File: config.mk
export PLATFORM = sky130hd
export DESIGN_NAME = text_field_to_utf8_transcoder_flat
export DESIGN_NICKNAME = d
export VERILOG_FILES = /design/src/rtl/core/tfu_pkg.sv /design/src/rtl/core/tfu_in_if.sv /design/src/rtl/core/tfu_out_if.sv /design/src/rtl/core/tfu_front.sv /design/src/rtl/core/tfu_fifo.sv /design/src/rtl/core/tfu_back.sv /design/src/rtl/core/text_field_to_utf8_transcoder.sv /design/src/flat_wrapper.sv
export VERILOG_INCLUDE_DIRS = /design/src /design/src/rtl/core
export SDC_FILE = /design/constraint.sdc
export NUM_CORES = 1
export LEC_CHECK = 0
export ABC_AREA = 1
export BUFFER_PORTS_ARGS = -buffer_cell sky130_fd_sc_hd__buf_4
export CAP_MARGIN = 20
export CORE_MARGIN = 5
export CORE_UTILIZATION = 63
export CTS_CLUSTER_DIAMETER = 50
export DETAILED_ROUTE_END_ITERATION = 16
export PLACE_DENSITY = 0.8
export SYNTH_ARGS = -nofsm -noshare
export SYNTH_HDL_FRONTEND = slang
export SYNTH_SLANG_ARGS = --single-unit
File: constraint.sdc
create_clock -name clk -period 7.3 [get_ports clk]
set_input_delay 0.365 -clock clk [delete_from_list [all_inputs] [get_ports clk]]
set_output_delay 0.365 -clock clk [all_outputs]
set_load 0.02 [all_outputs]
File: src/rtl/core/text_field_to_utf8_transcoder_defines.svh
// Assertion macros for the text field to UTF-8 transcoder.
// Used by the top level; expects clk and rst in scope.
`ifndef TEXT_FIELD_TO_UTF8_TRANSCODER_DEFINES_SVH
`define TEXT_FIELD_TO_UTF8_TRANSCODER_DEFINES_SVH

// same-cycle implication
`define TFU_ASSERT_NOW(lbl, ante, cons, msg) \
  lbl: assert property (@(posedge clk) disable iff (rst) (ante) |-> (cons)) \
    else $error(msg);

// next-cycle implication
`define TFU_ASSERT_NXT(lbl, ante, cons, msg) \
  lbl: assert property (@(posedge clk) disable iff (rst) (ante) |=> (cons)) \
    else $error(msg);

`endif

File: src/rtl/core/tfu_pkg.sv
// Types, constants and UTF-8 helpers for the text field transcoder.
// No dependencies; used by tfu_front, tfu_fifo, tfu_back and the top level.
package tfu_pkg;

  typedef enum logic [1:0] {
    ENC_LATIN1    = 2'd0,
    ENC_UTF16_BOM = 2'd1,
    ENC_UTF16_BE  = 2'd2,
    ENC_UTF8      = 2'd3
  } enc_t;

  localparam int unsigned FIFO_DEPTH = 4;
  localparam int unsigned FIFO_AW    = $clog2(FIFO_DEPTH);

  localparam logic [20:0] CP_REPLACEMENT = 21'h00FFFD;
  localparam logic [20:0] CP_SUPP_BASE   = 21'h010000;
  localparam logic [7:0]  BOM_FF         = 8'hFF;
  localparam logic [7:0]  BOM_FE         = 8'hFE;
  localparam logic [5:0]  HIGH_SUR_TAG   = 6'b110110;
  localparam logic [5:0]  LOW_SUR_TAG    = 6'b110111;

  // up to two code points per request, or a single raw byte in cp0
  typedef struct packed {
    logic [20:0] cp0;
    logic [20:0] cp1;
    logic [1:0]  ncp;
    logic        raw;
    logic        last;
  } job_t;

  typedef struct packed {
    logic push;
    job_t job;
  } q_wr_t;

  typedef struct packed {
    logic nonempty;
    job_t job;
  } q_rd_t;

  // encoded length less one
  function automatic logic [1:0] utf8_len_m1(input logic [20:0] cp);
    if (cp[20:7] == '0) begin
      return 2'd0;
    end else if (cp[20:11] == '0) begin
      return 2'd1;
    end else if (cp[20:16] == '0) begin
      return 2'd2;
    end else begin
      return 2'd3;
    end
  endfunction

  function automatic logic [7:0] utf8_byte(input logic [20:0] cp, input logic [1:0] idx);
    logic [1:0] lm1;
    logic [7:0] b;
    lm1 = utf8_len_m1(cp);
    b = 8'h00;
    unique case (lm1)
      2'd0: b = cp[7:0];
      2'd1: begin
        unique case (idx)
          2'd0:    b = {3'b110, cp[10:6]};
          default: b = {2'b10, cp[5:0]};
        endcase
      end
      2'd2: begin
        unique case (idx)
          2'd0:    b = {4'b1110, cp[15:12]};
          2'd1:    b = {2'b10, cp[11:6]};
          default: b = {2'b10, cp[5:0]};
        endcase
      end
      default: begin
        unique case (idx)
          2'd0:    b = {5'b11110, cp[20:18]};
          2'd1:    b = {2'b10, cp[17:12]};
          2'd2:    b = {2'b10, cp[11:6]};
          default: b = {2'b10, cp[5:0]};
        endcase
      end
    endcase
    return b;
  endfunction

endpackage

File: src/rtl/core/tfu_in_if.sv
// Input channel: one raw byte of a text field with its end mark.
// No dependencies.
interface tfu_in_if;
  logic       valid;
  logic       ready;
  logic [7:0] in_byte;
  logic       end_of_field;

  modport source (output valid, output in_byte, output end_of_field, input ready);
  modport sink (input valid, input in_byte, input end_of_field, output ready);
endinterface

File: src/rtl/core/tfu_out_if.sv
// Output channel: one UTF-8 byte, data flag and field end flag.
// No dependencies.
interface tfu_out_if;
  logic       valid;
  logic       ready;
  logic [7:0] out_byte;
  logic       out_valid;
  logic       out_last;

  modport source (output valid, output out_byte, output out_valid, output out_last,
                  input ready);
  modport sink (input valid, input out_byte, input out_valid, input out_last,
                output ready);
endinterface

File: src/rtl/core/tfu_front.sv
// Front end: accepts bytes, pairs UTF-16 units, tracks field state and
// issues code point requests. Depends on tfu_pkg and tfu_in_if.
module tfu_front
  import tfu_pkg::*;
(
  input  logic         clk,
  input  logic         rst,
  input  logic         cfg_we,
  input  logic [1:0]   cfg_wdata,
  tfu_in_if.sink       din,
  input  logic         q_full,
  output q_wr_t        q_wr
);

  enc_t        enc;
  logic [7:0]  held_byte, held_byte_next;
  logic        held_valid, held_valid_next;
  logic        field_start, field_start_next;
  logic [9:0]  pending_high, pending_high_next;
  logic        pending_high_valid, pending_high_valid_next;
  logic        big_endian_order, big_endian_order_next;
  logic        stopped, stopped_next;

  logic        accept;
  logic        utf16, mark_now, be, is_low, is_high;
  logic        pre, main, eoff, raw;
  logic [15:0] unit;
  logic [20:0] main_cp;
  job_t        job;

  assign din.ready = !q_full;
  assign accept    = din.valid && !q_full;

  always_comb begin
    held_byte_next          = held_byte;
    held_valid_next         = held_valid;
    field_start_next        = field_start;
    pending_high_next       = pending_high;
    pending_high_valid_next = pending_high_valid;
    big_endian_order_next   = big_endian_order;
    stopped_next            = stopped;
    pre     = 1'b0;
    main    = 1'b0;
    raw     = 1'b0;
    main_cp = '0;
    utf16    = (enc == ENC_UTF16_BOM) || (enc == ENC_UTF16_BE);
    mark_now = (enc == ENC_UTF16_BOM) && field_start;
    be       = (enc == ENC_UTF16_BE) || (!mark_now && big_endian_order);
    unit     = be ? {held_byte, din.in_byte} : {din.in_byte, held_byte};
    is_low   = unit[15:10] == LOW_SUR_TAG;
    is_high  = unit[15:10] == HIGH_SUR_TAG;
    if (!stopped) begin
      if (utf16) begin
        if (!held_valid) begin
          held_byte_next  = din.in_byte;
          held_valid_next = 1'b1;
        end else begin
          held_byte_next  = '0;
          held_valid_next = 1'b0;
          if (mark_now) begin
            field_start_next = 1'b0;
          end
          if (mark_now && held_byte == BOM_FF && din.in_byte == BOM_FE) begin
            big_endian_order_next = 1'b0;
          end else if (mark_now && held_byte == BOM_FE && din.in_byte == BOM_FF) begin
            big_endian_order_next = 1'b1;
          end else begin
            if (mark_now) begin
              big_endian_order_next = 1'b0;
            end
            if (pending_high_valid) begin
              pending_high_valid_next = 1'b0;
              pending_high_next       = '0;
              if (is_low) begin
                main    = 1'b1;
                main_cp = CP_SUPP_BASE + {1'b0, pending_high, unit[9:0]};
              end else begin
                pre = 1'b1;
              end
            end
            if (!(pending_high_valid && is_low)) begin
              if (unit == '0) begin
                stopped_next = 1'b1;
              end else if (is_high) begin
                pending_high_next       = unit[9:0];
                pending_high_valid_next = 1'b1;
              end else if (is_low) begin
                main    = 1'b1;
                main_cp = CP_REPLACEMENT;
              end else begin
                main    = 1'b1;
                main_cp = {5'b0, unit};
              end
            end
          end
        end
      end else if (din.in_byte == '0) begin
        stopped_next = 1'b1;
      end else begin
        main    = 1'b1;
        main_cp = {13'b0, din.in_byte};
        raw     = (enc == ENC_UTF8);
      end
    end
    eoff = din.end_of_field && utf16 && !stopped_next && pending_high_valid_next;

    job.cp0  = pre ? CP_REPLACEMENT : (main ? main_cp : CP_REPLACEMENT);
    job.cp1  = (pre && main) ? main_cp : CP_REPLACEMENT;
    job.ncp  = {1'b0, pre} + {1'b0, main} + {1'b0, eoff};
    job.raw  = raw;
    job.last = din.end_of_field;

    if (din.end_of_field) begin
      held_byte_next          = '0;
      held_valid_next         = 1'b0;
      field_start_next        = 1'b1;
      pending_high_next       = '0;
      pending_high_valid_next = 1'b0;
      big_endian_order_next   = 1'b0;
      stopped_next            = 1'b0;
    end
  end

  assign q_wr.push = accept && ((job.ncp != 2'd0) || din.end_of_field);
  assign q_wr.job  = job;

  always_ff @(posedge clk) begin
    if (rst || cfg_we) begin
      held_byte          <= '0;
      held_valid         <= 1'b0;
      field_start        <= 1'b1;
      pending_high       <= '0;
      pending_high_valid <= 1'b0;
      big_endian_order   <= 1'b0;
      stopped            <= 1'b0;
    end else if (accept) begin
      held_byte          <= held_byte_next;
      held_valid         <= held_valid_next;
      field_start        <= field_start_next;
      pending_high       <= pending_high_next;
      pending_high_valid <= pending_high_valid_next;
      big_endian_order   <= big_endian_order_next;
      stopped            <= stopped_next;
    end
  end

  always_ff @(posedge clk) begin
    if (rst) begin
      enc <= ENC_LATIN1;
    end else if (cfg_we) begin
      enc <= enc_t'(cfg_wdata);
    end
  end

endmodule

File: src/rtl/core/tfu_fifo.sv
// Request queue between front and back end.
// Depends on tfu_pkg.
module tfu_fifo
  import tfu_pkg::*;
(
  input  logic  clk,
  input  logic  rst,
  input  q_wr_t q_wr,
  input  logic  pop,
  output logic  full,
  output q_rd_t q_rd
);

  job_t               mem [FIFO_DEPTH];
  logic [FIFO_AW-1:0] wr_ptr, rd_ptr;
  logic [FIFO_AW:0]   count;

  assign full          = count == FIFO_AW'(0) + (FIFO_AW+1)'(FIFO_DEPTH);
  assign q_rd.nonempty = count != '0;
  assign q_rd.job      = mem[rd_ptr];

  always_ff @(posedge clk) begin
    if (q_wr.push) begin
      mem[wr_ptr] <= q_wr.job;
    end
  end

  always_ff @(posedge clk) begin
    if (rst) begin
      wr_ptr <= '0;
      rd_ptr <= '0;
      count  <= '0;
    end else begin
      if (q_wr.push) begin
        wr_ptr <= wr_ptr + 1'b1;
      end
      if (pop) begin
        rd_ptr <= rd_ptr + 1'b1;
      end
      if (q_wr.push && !pop) begin
        count <= count + 1'b1;
      end else if (!q_wr.push && pop) begin
        count <= count - 1'b1;
      end
    end
  end

endmodule

File: src/rtl/core/tfu_back.sv
// Back end: serialises queued code points into UTF-8 bytes, one per cycle while
// the output is not stalled, through an output register. Depends on tfu_pkg and tfu_out_if.
module tfu_back
  import tfu_pkg::*;
(
  input  logic     clk,
  input  logic     rst,
  input  q_rd_t    q_rd,
  output logic     pop,
  tfu_out_if.source dout
);

  logic        sel;
  logic [1:0]  idx;
  logic        ob_valid;
  logic [7:0]  ob_byte;
  logic        ob_data;
  logic        ob_last;

  logic        load, emit, marker, cp_done, job_done;
  logic [20:0] cur_cp;
  logic [1:0]  len_m1;
  logic [7:0]  cur_byte;

  assign load     = !ob_valid || dout.ready;
  assign emit     = load && q_rd.nonempty;
  assign marker   = q_rd.job.ncp == 2'd0;
  assign cur_cp   = sel ? q_rd.job.cp1 : q_rd.job.cp0;
  assign len_m1   = q_rd.job.raw ? 2'd0 : utf8_len_m1(cur_cp);
  assign cur_byte = q_rd.job.raw ? q_rd.job.cp0[7:0] : utf8_byte(cur_cp, idx);
  assign cp_done  = idx == len_m1;
  assign job_done = marker || (cp_done && ({1'b0, sel} == q_rd.job.ncp - 2'd1));
  assign pop      = emit && job_done;

  always_ff @(posedge clk) begin
    if (rst) begin
      sel <= 1'b0;
      idx <= '0;
    end else if (emit) begin
      if (job_done) begin
        sel <= 1'b0;
        idx <= '0;
      end else if (cp_done) begin
        sel <= 1'b1;
        idx <= '0;
      end else begin
        idx <= idx + 1'b1;
      end
    end
  end

  always_ff @(posedge clk) begin
    if (rst) begin
      ob_valid <= 1'b0;
    end else if (load) begin
      ob_valid <= q_rd.nonempty;
    end
  end

  always_ff @(posedge clk) begin
    if (emit) begin
      ob_byte <= marker ? 8'h00 : cur_byte;
      ob_data <= !marker;
      ob_last <= q_rd.job.last && job_done;
    end
  end

  assign dout.valid     = ob_valid;
  assign dout.out_byte  = ob_byte;
  assign dout.out_valid = ob_data;
  assign dout.out_last  = ob_last;

endmodule

File: src/rtl/core/text_field_to_utf8_transcoder.sv
// Text field to UTF-8 transcoder, top level.
// Path: an accepted item is written to the request queue, then serialised into the back-end output register.
// Throughput: one input byte per cycle while the four-entry request queue has room;
// output one UTF-8 byte per cycle while the output is not stalled, set by the single back-end serialiser.
// Reset: synchronous, clears queue, output register, field state; encoding to Latin-1.
// Depends on tfu_pkg, tfu_in_if, tfu_out_if, tfu_front, tfu_fifo, tfu_back.
`include "text_field_to_utf8_transcoder_defines.svh"
module text_field_to_utf8_transcoder
  import tfu_pkg::*;
(
  input  logic       clk,
  input  logic       rst,
  input  logic       cfg_we,
  input  logic [1:0] cfg_wdata,
  tfu_in_if.sink     din,
  tfu_out_if.source  dout
);

  q_wr_t q_wr;
  q_rd_t q_rd;
  logic  q_full;
  logic  pop;

  tfu_front u_front (
    .clk       (clk),
    .rst       (rst),
    .cfg_we    (cfg_we),
    .cfg_wdata (cfg_wdata),
    .din       (din),
    .q_full    (q_full),
    .q_wr      (q_wr)
  );

  tfu_fifo u_fifo (
    .clk  (clk),
    .rst  (rst),
    .q_wr (q_wr),
    .pop  (pop),
    .full (q_full),
    .q_rd (q_rd)
  );

  tfu_back u_back (
    .clk  (clk),
    .rst  (rst),
    .q_rd (q_rd),
    .pop  (pop),
    .dout (dout)
  );

  `TFU_ASSERT_NOW(a_pop_nonempty, pop, q_rd.nonempty, "pop from empty queue")
  `TFU_ASSERT_NOW(a_push_room, q_wr.push, !q_full, "push into full queue")
  `TFU_ASSERT_NOW(a_marker_last, dout.valid && !dout.out_valid, dout.out_last, "marker not last")
  `TFU_ASSERT_NXT(a_push_visible, q_wr.push && !q_rd.nonempty, q_rd.nonempty, "request lost")

endmodule
File: src/flat_wrapper.sv
// flat-port wrapper written by rule: the top's interface ports become plain ports
module text_field_to_utf8_transcoder_flat import tfu_pkg::*;
  (clk, rst, cfg_we, cfg_wdata, din_valid, din_in_byte, din_end_of_field, din_ready, dout_valid, dout_out_byte, dout_out_valid, dout_out_last, dout_ready);
  tfu_in_if din_i ();
  tfu_out_if dout_i ();
  input  logic clk;
  input  logic rst;
  input  logic cfg_we;
  input  logic [1:0] cfg_wdata;
  input wire logic [$bits(din_i.valid)-1:0] din_valid;
  input wire logic [$bits(din_i.in_byte)-1:0] din_in_byte;
  input wire logic [$bits(din_i.end_of_field)-1:0] din_end_of_field;
  output wire logic [$bits(din_i.ready)-1:0] din_ready;
  output wire logic [$bits(dout_i.valid)-1:0] dout_valid;
  output wire logic [$bits(dout_i.out_byte)-1:0] dout_out_byte;
  output wire logic [$bits(dout_i.out_valid)-1:0] dout_out_valid;
  output wire logic [$bits(dout_i.out_last)-1:0] dout_out_last;
  input wire logic [$bits(dout_i.ready)-1:0] dout_ready;
  assign din_i.valid = din_valid;
  assign din_i.in_byte = din_in_byte;
  assign din_i.end_of_field = din_end_of_field;
  assign din_ready = din_i.ready;
  assign dout_valid = dout_i.valid;
  assign dout_out_byte = dout_i.out_byte;
  assign dout_out_valid = dout_i.out_valid;
  assign dout_out_last = dout_i.out_last;
  assign dout_i.ready = dout_ready;
  text_field_to_utf8_transcoder u_core (.clk(clk), .rst(rst), .cfg_we(cfg_we), .cfg_wdata(cfg_wdata), .din(din_i), .dout(dout_i));
endmodule
Word level (Yosys, flattened, before mapping)
Memories as Yosys holds them, arrays and structs flattened. A register that Yosys moved wholly into a read port is not among the register bits.
Cells that the tools add are included.
{"block": "totals", "mem_count": 1, "mem_bits_rw": 184, "out_inout_bits": 12, "reg_bits": 46}
{"memory": "u_core.u_fifo.mem", "depth": 4, "width": 46, "rd": 1, "rd_ports_with_merged_regs": 1, "write_ports": 1, "line_no": "tfu_fifo.sv:14", "rtl": "job_t mem [FIFO_DEPTH];"}
{"block": "classes", "n_mux": 104, "n_eq_ne": 19, "n_reduce_logical": 53, "n_addsub": 9}
{"operator": "2-to-1 mux 21 bit", "count": 14}
{"operator": "2-to-1 mux 10 bit", "count": 10}
{"operator": "2-to-1 mux 1 bit", "count": 59}
{"operator": "2-to-1 mux 8 bit", "count": 6}
{"operator": "equality test 8 bit (second input constant)", "count": 4}
{"operator": "2-to-1 mux 16 bit", "count": 2}
{"operator": "case mux 8 bit (3 select lines)", "count": 1}
{"operator": "adder 17 x 20 -> 21 bit (first input constant)", "count": 1}
{"operator": "case mux 7 bit (3 select lines)", "count": 1}
{"operator": "logical AND 1 bit", "count": 19}
{"operator": "zero test 16 bit", "count": 1}
{"operator": "zero test 14 bit", "count": 1}
{"operator": "2-to-1 mux 2 bit", "count": 7}
{"operator": "case mux 7 bit (2 select lines)", "count": 1}
{"operator": "equality test 6 bit (second input constant)", "count": 2}
{"operator": "nonzero test 2 bit", "count": 6}
{"operator": "zero test 10 bit", "count": 1}
{"operator": "AND reduction 5 bit", "count": 2}
{"operator": "equality test 2 bit (second input constant)", "count": 4}
{"operator": "zero test 8 bit", "count": 1}
{"operator": "zero test 1 bit", "count": 7}
{"operator": "2-to-1 mux 7 bit", "count": 1}
{"operator": "adder 2 x 1 -> 2 bit (second input constant)", "count": 3}
{"operator": "equality test 2 x 1 -> 1 bit (second input constant)", "count": 3}
{"operator": "18 further kinds", "count": 28}

Logic depth before layout (Yosys ltp)
Gate-level depths: netlist of the first run.
{"block": "logic_depth", "word_depth": 26, "mapped_depth": 27}

By module
Synthesis of the first run repeated with hierarchy kept, for this count alone.
{"block": "hier_totals", "hier_cells": 1158, "hier_area_um2": 11203.2}
{"mod": "tfu_fifo", "area_each_um2": 7270.7, "cells_per_inst": 504, "instances": 1}
{"mod": "tfu_front", "area_each_um2": 2421.1, "cells_per_inst": 424, "instances": 1}
{"mod": "tfu_back", "area_each_um2": 1511.4, "cells_per_inst": 230, "instances": 1}

Worst setup path before layout of the first run
Ideal clock, no wire load.
{"block": "synth_path", "path_kind": "register to register", "start": "register u_core.u_front.enc[1]", "end": "memory u_core.u_fifo.mem[0][0] (netlist bit), enable pin", "stages_incl_launch_ff": 20, "setup_slack_ns": 2.180, "setup_time_ns": 0.450, "t_required_ns": 6.850, "n_path_buf": 2, "arrival_ns": 4.670, "cell_sequence": "dfxtp_1 inv_1 ha_1 nand2_1 nand2_1 nand2_2 buf_6 buf_2 nand2_1 o21ai_0 nand4_1 nor2_1 nand4_1 nand2_1 o21ai_2 nand2_1 fa_1 a31oi_1 inv_1 nor2_1"}
{"item": "from (decl)", "line_no": "tfu_front.sv:15", "rtl": "enc_t enc;"}
{"item": "from (signal assigned)", "line_no": "tfu_front.sv:151", "rtl": "enc <= enc_t'(cfg_wdata);"}
{"item": "to (decl)", "line_no": "tfu_fifo.sv:14"}

==> results of run 1 <==
## final cells by class
cell class / instances / area [µm²] / share of cell area (%)
Tap cell: 225 / 281.5 / 2.279
Clock inverter: 15 / 141.4 / 1.145
Inverter: 112 / 425.4 / 3.444
Multi-Input combinational cell: 794 / 3946 / 31.95
Sequential cell: 232 / 6588 / 53.33
Clock buffer: 29 / 640.6 / 5.186
Timing Repair Buffer: 42 / 330.3 / 2.674
## metal layers
layer,vias up,global-route usage [%],wire (µm)
met5,-,0,0
met4,0,6.343,644
met3,55,3.594,2026
met2,368,45.43,13130
met1,4064,37.07,11130
li1,4086,-,-
## metrics by stage
stage,utilization [%],power (mW)
after detailed placement,66.58,2.980
after global routing,71.17,4.408
after CTS,71.09,4.174
final,71.17,4.188
after global placement,66.49,2.955
after floorplan,-,2.626
## registers in the layout (all words and copies together), names as in the netlist, named ones only
signal,count
u_core.u_back.dout.out_byte,8
u_core.u_front.field_start,1
u_core.u_front.pending_high_valid,1
u_core.u_back.dout.out_last,1
u_core.u_back.dout.valid,1
u_core.u_front.enc,2
u_core.u_front.held_byte,8
u_core.u_back.dout.out_valid,1
u_core.u_front.stopped,1
u_core.u_back.idx,2
u_core.u_front.pending_high,10
u_core.u_fifo.wr_ptr,2
u_core.u_fifo.rd_ptr,2
u_core.u_front.big_endian_order,1
u_core.u_fifo.count,3
u_core.u_front.held_valid,1
u_core.u_back.sel,1
u_core.u_fifo.mem,184
## power breakdown
part / total (mW) / internal (mW) / switching, mW
logic: 1.33 / 0.382 / 0.947
registers: 1.65 / 1.61 / 0.0434
clock network: 1.21 / 0.701 / 0.505
total: 4.19 / 2.69 / 1.50
## layout by cell type, fill, tap and decap left out, types with 3 or more instances in the layout
cell type   Yosys  layout
a31oi_1         6       5
a32o_1          7       7
nand3_2         3       3
buf_4           7      40
dfxtp_1        38      37
edfxtp_1      194     194
clkinvlp_4      0       6
nand2_1       283     283
a21oi_1        69      69
nand2_2         5       5
o211ai_2        5       5
clkbuf_1       15       4
nor2_1        115     111
conb_1          1      20
nor2_4          1       5
clkbuf_16       0      25
nor3_1          9       9
o21ai_1        30      29
a211oi_1        5       5
nor2_2          5       5
ha_1           19      19
o21ai_0        70      70
inv_1         102     102
inv_2           7       7
o22ai_1         9       9
o21ai_2         3       4
nand3_1        66      66
clkinv_1        2       4
o211ai_1        5       5
nand4_1        39      39
clkinv_2        0       3
## final timing paths
kind	to	depth (start not counted)	startpoint	slack, ps
setup / recovery	u_core.u_fifo.mem[0][7]	20	u_core.u_front.enc[1]	1910
hold reg to reg	u_core.u_front.big_endian_order	2	u_core.u_front.big_endian_order	470
setup reg to reg	u_core.u_fifo.mem[0][7]	20	u_core.u_front.enc[1]	1910
hold / removal	u_core.u_back.idx[1]	2	rst	80
## cell families (layout without fill, tap and decap cells)
family,after synthesis,after routing
other cells,1,20
flops,232,232
compound gates,220,220
fa+ha+maj,21,21
simple gates,531,531
xor+xnor,2,2
buf+inv,169,198
## worst reg2reg max path, stage by stage, from the launching register on
cell and delay (ps):
dfxtp_1 350, inv_1 70, ha_1 180, nand2_1 80, nand2_1 60, nand2_2 380
nand2_1 90, o21ai_1 170, inv_1 70, nor2_1 90, nand4_1 160, nor2_1 560
inv_2 250, nand2_1 180, o21ai_2 110, nand2_1 120, fa_1 470, a31oi_1 330
inv_1 270, nor2_4 740, buf_4 360
==> results_dict.tcl, run 1 <==
set metrics [dict create \
    grt_pass1_vias 8127 \
    yosys.area_share.simple_pct 20.21 \
    synth.avg_cell_area_um2 9.524 \
    status "completed" \
    start_kind "flip-flop" \
    power.density_nw_per_um2 339.0 \
    place_inst 1404 \
    cap_violations 0 \
    critPathArrivalTime_ps 5600 \
    cp_top_family "simple AND/OR/NAND/NOR gates" \
    grt_usage_pct 26.71 \
    muxShareOfSynthArea_pct 0 \
    diodes 0 \
    crit_chain "inv_1, ha_1, nand2_1, nand2_1, nand2_2, nand2_1, o21ai_1, inv_1, nor2_1, nand4_1, nor2_1, inv_2, nand2_1, o21ai_2, nand2_1, fa_1, a31oi_1, inv_1, nor2_4, buf_4" \
    drt_iter0_drc 973 \
    path_max_fanout 32 \
    ys_types 46 \
    post-route-cell-area_um2 12350 \
    cts_resized 0 \
    hold_violations 0 \
    clk-insertion-delay-late_ps 510 \
    gp_congestion 0.9851 \
    synthXorXnorAreaFrac_pct 0.1564 \
    ant_nets 0 \
    worst_ep_required_time_ps 7510 \
    tightest_slew_ps 952.9 \
    clock-sinks 232 \
    synth_top_family_by_area "simple AND/OR/NAND/NOR gates" \
    setup_viol 0 \
    synth-edff-count 194 \
    io_pins 28 \
    slowest_delay_ps 740 \
    die_h_um 143.3 \
    timing.setup.critical_path_class "flip-flop to flip-flop" \
    fin_nets 1244 \
    port_buffers 27 \
    fillers 1254 \
    worst_path_max_delay_cell "nor2_4" \
    synthArstFlopShare_pct 0 \
    cts-root-buf "clkbuf_16" \
    synth-compound-area-share_pct 11.36 \
    postPlaceCellArea_um2 11560 \
    synth_common_cells "nand2_1, edfxtp_1, nor2_1" \
    grt_pass1_wl_mm 43.07 \
    dp_hpwl_mm 17.73 \
    layout-drive-gt1-share_pct 9.886 \
    cts.clk_slew.worst_paths_ps 60 \
    p_leak_nw 4.630 \
    synth_ff_type "edfxtp_1" \
    num_vias 8573 \
    yosys.area.top_type "edfxtp_1" \
    grt_max_degree 88 \
    netlist_area_um2 11200 \
    dp_slack_ps 1526 \
    avgRoutedWirePerCell_um 18.59 \
    core_um2 17360 \
    end_kind "flip-flop" \
    setup-tns-final_ps 0 \
    post-route-drc-count 0 \
    holdBufCountCts 0 \
    path_common_cell "nand2_1" \
    rsz0062_at_grt "false" \
    worst_slack_ps 1911 \
    area_delta_synth_final_pct 10.29 \
    ys_seq_elements 232 \
    start_util_pct 64.53 \
    clk_path_buf_depth 3 \
    maxSlewHeadroom_pct 36.38 \
    synthTopCellsByArea "edfxtp_1, nand2_1, dfxtp_1" \
    antenna_found_initial 0 \
    fin_crit_ps 5389 \
    synth_cells 1176 \
    irDropWorstVdd_mv 0.2812 \
    fin_crit_sh_pct 73.83 \
    slew_violations 0 \
    totalWireLength_mm 26.93 \
    avgViaCountPerCell 5.916 \
    cts_tree "built" \
    layout.cells.non_filler 1449 \
    hp-class "primary input to flip-flop" \
    crit_buf_inv 5 \
    postCtsSetupBuffers 0 \
    cts_buffers 25 \
    finClkSkew_ps 8.619 \
    synth.most_common_cell "nand2_1" \
    die_area_um2 20540 \
    dieWidth_um 143.3 \
    overflow 0 \
    rows 48 \
    synth.top_cell.area_share_pct 52.01 \
    first_pass_iters 5 \
    synthAdderAreaFrac_pct 2.480 \
    htree_levels 1 \
    yosysWarnings 0 \
    seq_area_frac_synth_pct 58.80 \
    max_freq_mhz 185.5 \
    hold_slack_ps 80.66 \
]
Power figures use the tool's default switching activity.
==> run 2: changes to the inputs <==
Clock period 7.3 ns to 5.4 ns, I/O delays scaled along.
==> run 2 against run 1 <==
  * First-iteration DRC count shrank 6.6%
  * Hold slack lost 49 ps
  * Register-to-register slack lost 1200 ps
  * Sequential share of layout area shrank 0.40 points
  * Die area is the same
  * Clock skew grew 7.0 ps
  * Largest cell class unchanged
  * Largest power group unchanged
  * Highest routed layer unchanged
==> results_dict.tcl, run 2 (synthesized netlist as in run 1, its figures left out) <==
set metrics [dict create \
    dp_slack_ps 788.9 \
    avgRoutedWirePerCell_um 18.09 \
    path_depth 18 \
    dieWidth_um 143.3 \
    max_freq_mhz 212.3 \
    die_area_um2 20540 \
    fin_crit_ps 4711 \
    antenna_found_initial 1 \
    p_switching_mw 2.023 \
    layout_commonest_cell "nand2_1" \
    tightest_slew_ps 844.1 \
    crit_buf_inv 5 \
    ant_nets 0 \
    regToRegStartpoint "u_core.u_front.enc[1]" \
    grt_pass1_wl_mm 41.68 \
    htree_levels 1 \
    status "completed" \
    fin_nets 1247 \
    worstSetupEndpoint "u_core.u_fifo.mem[3][17]" \
    grt_max_degree 94 \
    overflow 0 \
    clk-insertion-delay-late_ps 530 \
    slew_violations 0 \
    reg2reg_slack_ps 690 \
    layout-drive-gt1-share_pct 9.935 \
    rows 48 \
    avgViaCountPerCell 5.852 \
    cts_tree "built" \
    core_um2 17360 \
    power_frac_seq_pct 39.1 \
    clk_path_buf_depth 3 \
    internal_power_mw 3.716 \
    combPwrFrac_pct 31.4 \
    worst_path_max_delay_cell "buf_4" \
    cp_top_family "simple AND/OR/NAND/NOR gates" \
    hp-class "primary input to flip-flop" \
    largest_register_ffs 184 \
    setup_viol 0 \
    switching_share_pct 35.24 \
    clock-sinks 232 \
    diodes 0 \
    power.density_nw_per_um2 461.1 \
    dp_hpwl_mm 16.74 \
    path_max_fanout 46 \
    start_kind "flip-flop" \
    gp_congestion 0.9651 \
    irDropWorstVdd_mv 0.3754 \
    totalWireLength_mm 26.29 \
    start_util_pct 64.53 \
    cap_violations 0 \
    port_buffers 27 \
    grt_pass1_vias 7921 \
    end_kind "flip-flop" \
    cts_buffers 26 \
    slowest_delay_ps 570 \
    num_vias 8503 \
    reg_top3 "u_core.u_fifo.mem (184), u_core.u_front.pending_high (10)" \
    rr_worst_depth 18 \
    setup-tns-final_ps 0 \
    critPathArrivalTime_ps 4860 \
    timing.setup.critical_path_class "flip-flop to flip-flop" \
    io_pins 28 \
    post-route-drc-count 0 \
    die_h_um 143.3 \
    regMostFlops "u_core.u_fifo.mem" \
    first_pass_iters 5 \
    hold_violations 0 \
    cts-root-buf "clkbuf_16" \
    hold_slack_ps 31.99 \
    timing.rr.end "u_core.u_fifo.mem[3][17]" \
    finClkSkew_ps 15.57 \
    p_leak_nw 4.687 \
    area_delta_synth_final_pct 11.13 \
    setup.worst_path.start "u_core.u_front.enc[1]" \
    final_cell_mix "nand2_1, edfxtp_1, nor2_1" \
    cts_resized 0 \
    cts.clk_slew.worst_paths_ps 60 \
    worst_slack_ps 689.4 \
    crit_chain "inv_1, ha_1, nand2_1, nand2_1, nand2_2, nand2_1, o21ai_1, inv_1, nor2_1, nand4_1, nor2_2, inv_2, nand3_2, fa_1, a31oi_1, inv_1, nor2_4, buf_4" \
    drt_iter0_drc 909 \
    clkPwrFrac_pct 29.6 \
    fin_crit_sh_pct 87.23 \
    grt_usage_pct 26.00 \
    rsz0062_at_grt "false" \
    worst_ep_required_time_ps 5550 \
    maxSlewHeadroom_pct 43.29 \
]
## run 2: through the flow
stage	utilization, %	power (mW)	std cells	instance area, µm²
after floorplan	-	3.550	1195	11270
after global placement	66.80	4.015	1405	11590
after CTS	71.71	5.745	1453	12450
after detailed placement	66.80	4.048	1405	11590
final	71.71	5.739	1453	12450
after global routing	71.71	6.053	1453	12450
## run 2: worst register-to-register path, delay by kind of cell, from the launching register on
kind,cells,cell delay [ps]
flops,1,350
buf+inv,5,1110
fa+ha+maj,2,660
compound gates,2,600
simple gates,9,1570
## run 2: timing repair
action,CTS,global route
hold endpoints to repair,4,0
setup buffers,0,0
setup endpoints to repair,0,0
hold buffers,2,0
## run 2: final cells by class
class                   instances  area (µm²)
multi-input cells             794        3946
clock buffers                  32       694.4
well taps                     225       281.5
clock inverters                14       138.9
inverters                     112       425.4
repair buffers                 44       372.9
flip-flops and latches        232        6588
fillers                      1239        4910
## run 2: power by group through the flow
stage | registers, mW | clock network, mW | logic (mW)
after floorplan | 2.32 | 0 | 1.23
after global placement | 2.27 | 0 | 1.74
after detailed placement | 2.28 | 0 | 1.77
after CTS | 2.24 | 1.72 | 1.78
after global routing | 2.26 | 1.81 | 1.99
final | 2.24 | 1.70 | 1.80
## run 2: worst min path at each step
stage                                               start                               to  slack (ps)  depth (start not counted)
after floorplan                                       rst             u_core.u_back.idx[1]         340                          1
after detailed placement  u_core.u_front.big_endian_order  u_core.u_front.big_endian_order         450                          2
after global routing                       din_in_byte[4]      u_core.u_front.held_byte[4]          30                          3
final                                      din_in_byte[6]      u_core.u_front.held_byte[6]          30                          3
after global placement    u_core.u_front.big_endian_order  u_core.u_front.big_endian_order         440                          2
after CTS                                  din_in_byte[6]      u_core.u_front.held_byte[6]          10                          3
## run 2: layer usage
layer | vias up | GRT usage [%] | share of wire, %
li1 | 4087 | - | -
met1 | 3988 | 36.54 | 42
met2 | 374 | 42.53 | 47
met3 | 54 | 3.760 | 8.3
met4 | 0 | 8.077 | 3.0
met5 | - | 0 | 0
==> run 3: changes to the inputs <==
Settings changed: CORE_UTILIZATION 63 to 55, PLACE_DENSITY 0.8 to 0.72.
==> run 3 against run 2 <==
  * Sequential power about the same
  * Cell count grew 3.4%
  * Via count fell by 0.48%
  * Maximum frequency up 2.1%
  * Die area increased by 14%
  * Routed wire length rose by 2.7%
  * Setup slack gained 99 ps
  * First-iteration DRC count decreased by 14%
  * Critical path type unchanged
  * Critical endpoint is now u_core.u_fifo.mem[3][36]
  * Largest power group unchanged
==> results_dict.tcl, run 3 (synthesized netlist as in run 1, its figures left out) <==
set metrics [dict create \
    combPwrFrac_pct 31.6 \
    critPathArrivalTime_ps 4760 \
    regMostFlops "u_core.u_fifo.mem" \
    met1_usage_pct 31.41 \
    cts_tree "built" \
    grt_use_met2_pct 37.91 \
    postCtsSetupBuffers 0 \
    clkPwrFrac_pct 29.1 \
    clock-sinks 232 \
    dp_hpwl_mm 17.68 \
    p_switching_mw 2.065 \
    grt_usage_pct 22.89 \
    irDropWorstVdd_mv 0.2592 \
    post-route-drc-count 0 \
    clk-insertion-delay-late_ps 520 \
    grt_pass1_wl_mm 43.25 \
    reg_top3 "u_core.u_fifo.mem (184), u_core.u_front.pending_high (10)" \
    start_util_pct 55.53 \
    internal_power_mw 3.675 \
    layout_commonest_cell "nand2_1" \
    avgRoutedWirePerCell_um 17.96 \
    dieWidth_um 152.7 \
    fin_crit_ps 4612 \
    ant_nets 0 \
    hold_violations 0 \
    slew_violations 0 \
    antenna_found_initial 0 \
    finClkSkew_ps 14.85 \
    fillers 1691 \
    power_frac_seq_pct 39.2 \
    grt_max_degree 88 \
    htree_levels 1 \
    post-route-util_pct 62.08 \
    cts_buffers 27 \
    port_buffers 27 \
    end_kind "flip-flop" \
    die_h_um 152.7 \
    timing.setup.critical_path_class "flip-flop to flip-flop" \
    num_vias 8462 \
    cts-root-buf "clkbuf_16" \
    status "completed" \
    dp_slack_ps 782.8 \
    core_um2 20170 \
    avgViaCountPerCell 5.630 \
    start_kind "flip-flop" \
    grtUsageMet3_pct 4.005 \
    die_area_um2 23320 \
    cap_violations 0 \
    post-route-cell-area_um2 12520 \
    rows 52 \
    power.density_nw_per_um2 458.4 \
    setup-tns-final_ps 0 \
    layout-drive-gt1-share_pct 9.895 \
    worst_slack_ps 788.4 \
    totalWireLength_mm 26.99 \
    largest_register_ffs 184 \
    path_max_fanout 46 \
    switching_share_pct 35.97 \
    cts.clk_slew.worst_paths_ps 60 \
    max_freq_mhz 216.8 \
    area_delta_synth_final_pct 11.80 \
    grt_pass1_vias 8094 \
    setup_viol 0 \
    postPlaceCellArea_um2 11680 \
    busiest_layer "met2" \
    maxSlewHeadroom_pct 37.97 \
    final_cell_mix "nand2_1, edfxtp_1, nor2_1" \
    p_leak_nw 4.691 \
    power_mw 5.740 \
    hp-class "primary input to flip-flop" \
    tightest_slew_ps 923.3 \
    diodes 0 \
    gp_congestion 0.9647 \
    worst_ep_required_time_ps 5550 \
    rsz0062_at_grt "false" \
    clk_path_buf_depth 3 \
    overflow 0 \
    io_pins 28 \
    fin_crit_sh_pct 85.40 \
    first_pass_iters 6 \
    drt_iter0_drc 778 \
    fin_nets 1250 \
]
[run 3: routing by layer]
| metal | vias up | routed length [µm] |
|---|---|---|
| met5 | - | 0 |
| met2 | 328 | 12570 |
| li1 | 4095 | - |
| met1 | 3987 | 11610 |
| met3 | 52 | 2090 |
| met4 | 0 | 724 |
[run 3: path summary, 6_finish.rpt]
kind	startpoint	endpoint	slack (ps)	cells past startpoint
hold reg to reg	u_core.u_front.big_endian_order	u_core.u_front.big_endian_order	460	2
setup / recovery	u_core.u_front.enc[1]	u_core.u_fifo.mem[3][36]	790	21
setup reg to reg	u_core.u_front.enc[1]	u_core.u_fifo.mem[3][36]	790	21
hold / removal	din_in_byte[4]	u_core.u_front.held_byte[4]	40	3
[run 3: area by class of cell]
type | instances | area [µm²] | area share [%]
clock inverters | 16 | 126.4 | 1.009
multi-input cells | 794 | 3946 | 31.51
clock buffers | 33 | 698.2 | 5.576
repair buffers | 46 | 400.4 | 3.197
well taps | 270 | 337.8 | 2.698
flip-flops and latches | 232 | 6588 | 52.61
inverters | 112 | 425.4 | 3.397
[run 3: critical path, cell delays in order, from the launching register on]
cell and delay, ps:
dfxtp_1 360, inv_1 70, ha_1 180, nand2_1 80, nand2_1 60, nand2_2 380, nand2_1 90, o21ai_1 170
inv_1 70, nor2_1 90, nand4_1 160, nor2_1 140, buf_4 180, inv_2 110, nand2_1 130, o21ai_2 70
nand2_1 100, fa_1 460, a31oi_1 340, inv_1 270, nor2_4 130, buf_4 550
[run 3: metrics by stage]
step                hold WS, ps  cells
finish                    38.66   1503
global route              34.73   1503
CTS                       23.19   1503
detailed placement        448.2   1452
global placement          446.6   1452
floorplan                 339.1   1195
[run 3: what timing repair did]
item | 4_1_cts | 5_1_grt
endpoints found under the setup margin | 0 | 0
hold buffers | 2 | 0
gates resized for setup | 0 | 0
hold endpoints to repair | 4 | 0
[run 3: power by group through the flow]
stage	clock network, mW	registers [mW]	logic, mW
4_1_cts	1.69	2.25	1.81
3_3_place_gp	0	2.29	1.78
5_1_grt	1.78	2.27	2.01
3_5_place_dp	0	2.29	1.80
6_report	1.67	2.25	1.82
2_1_floorplan	0	2.32	1.23
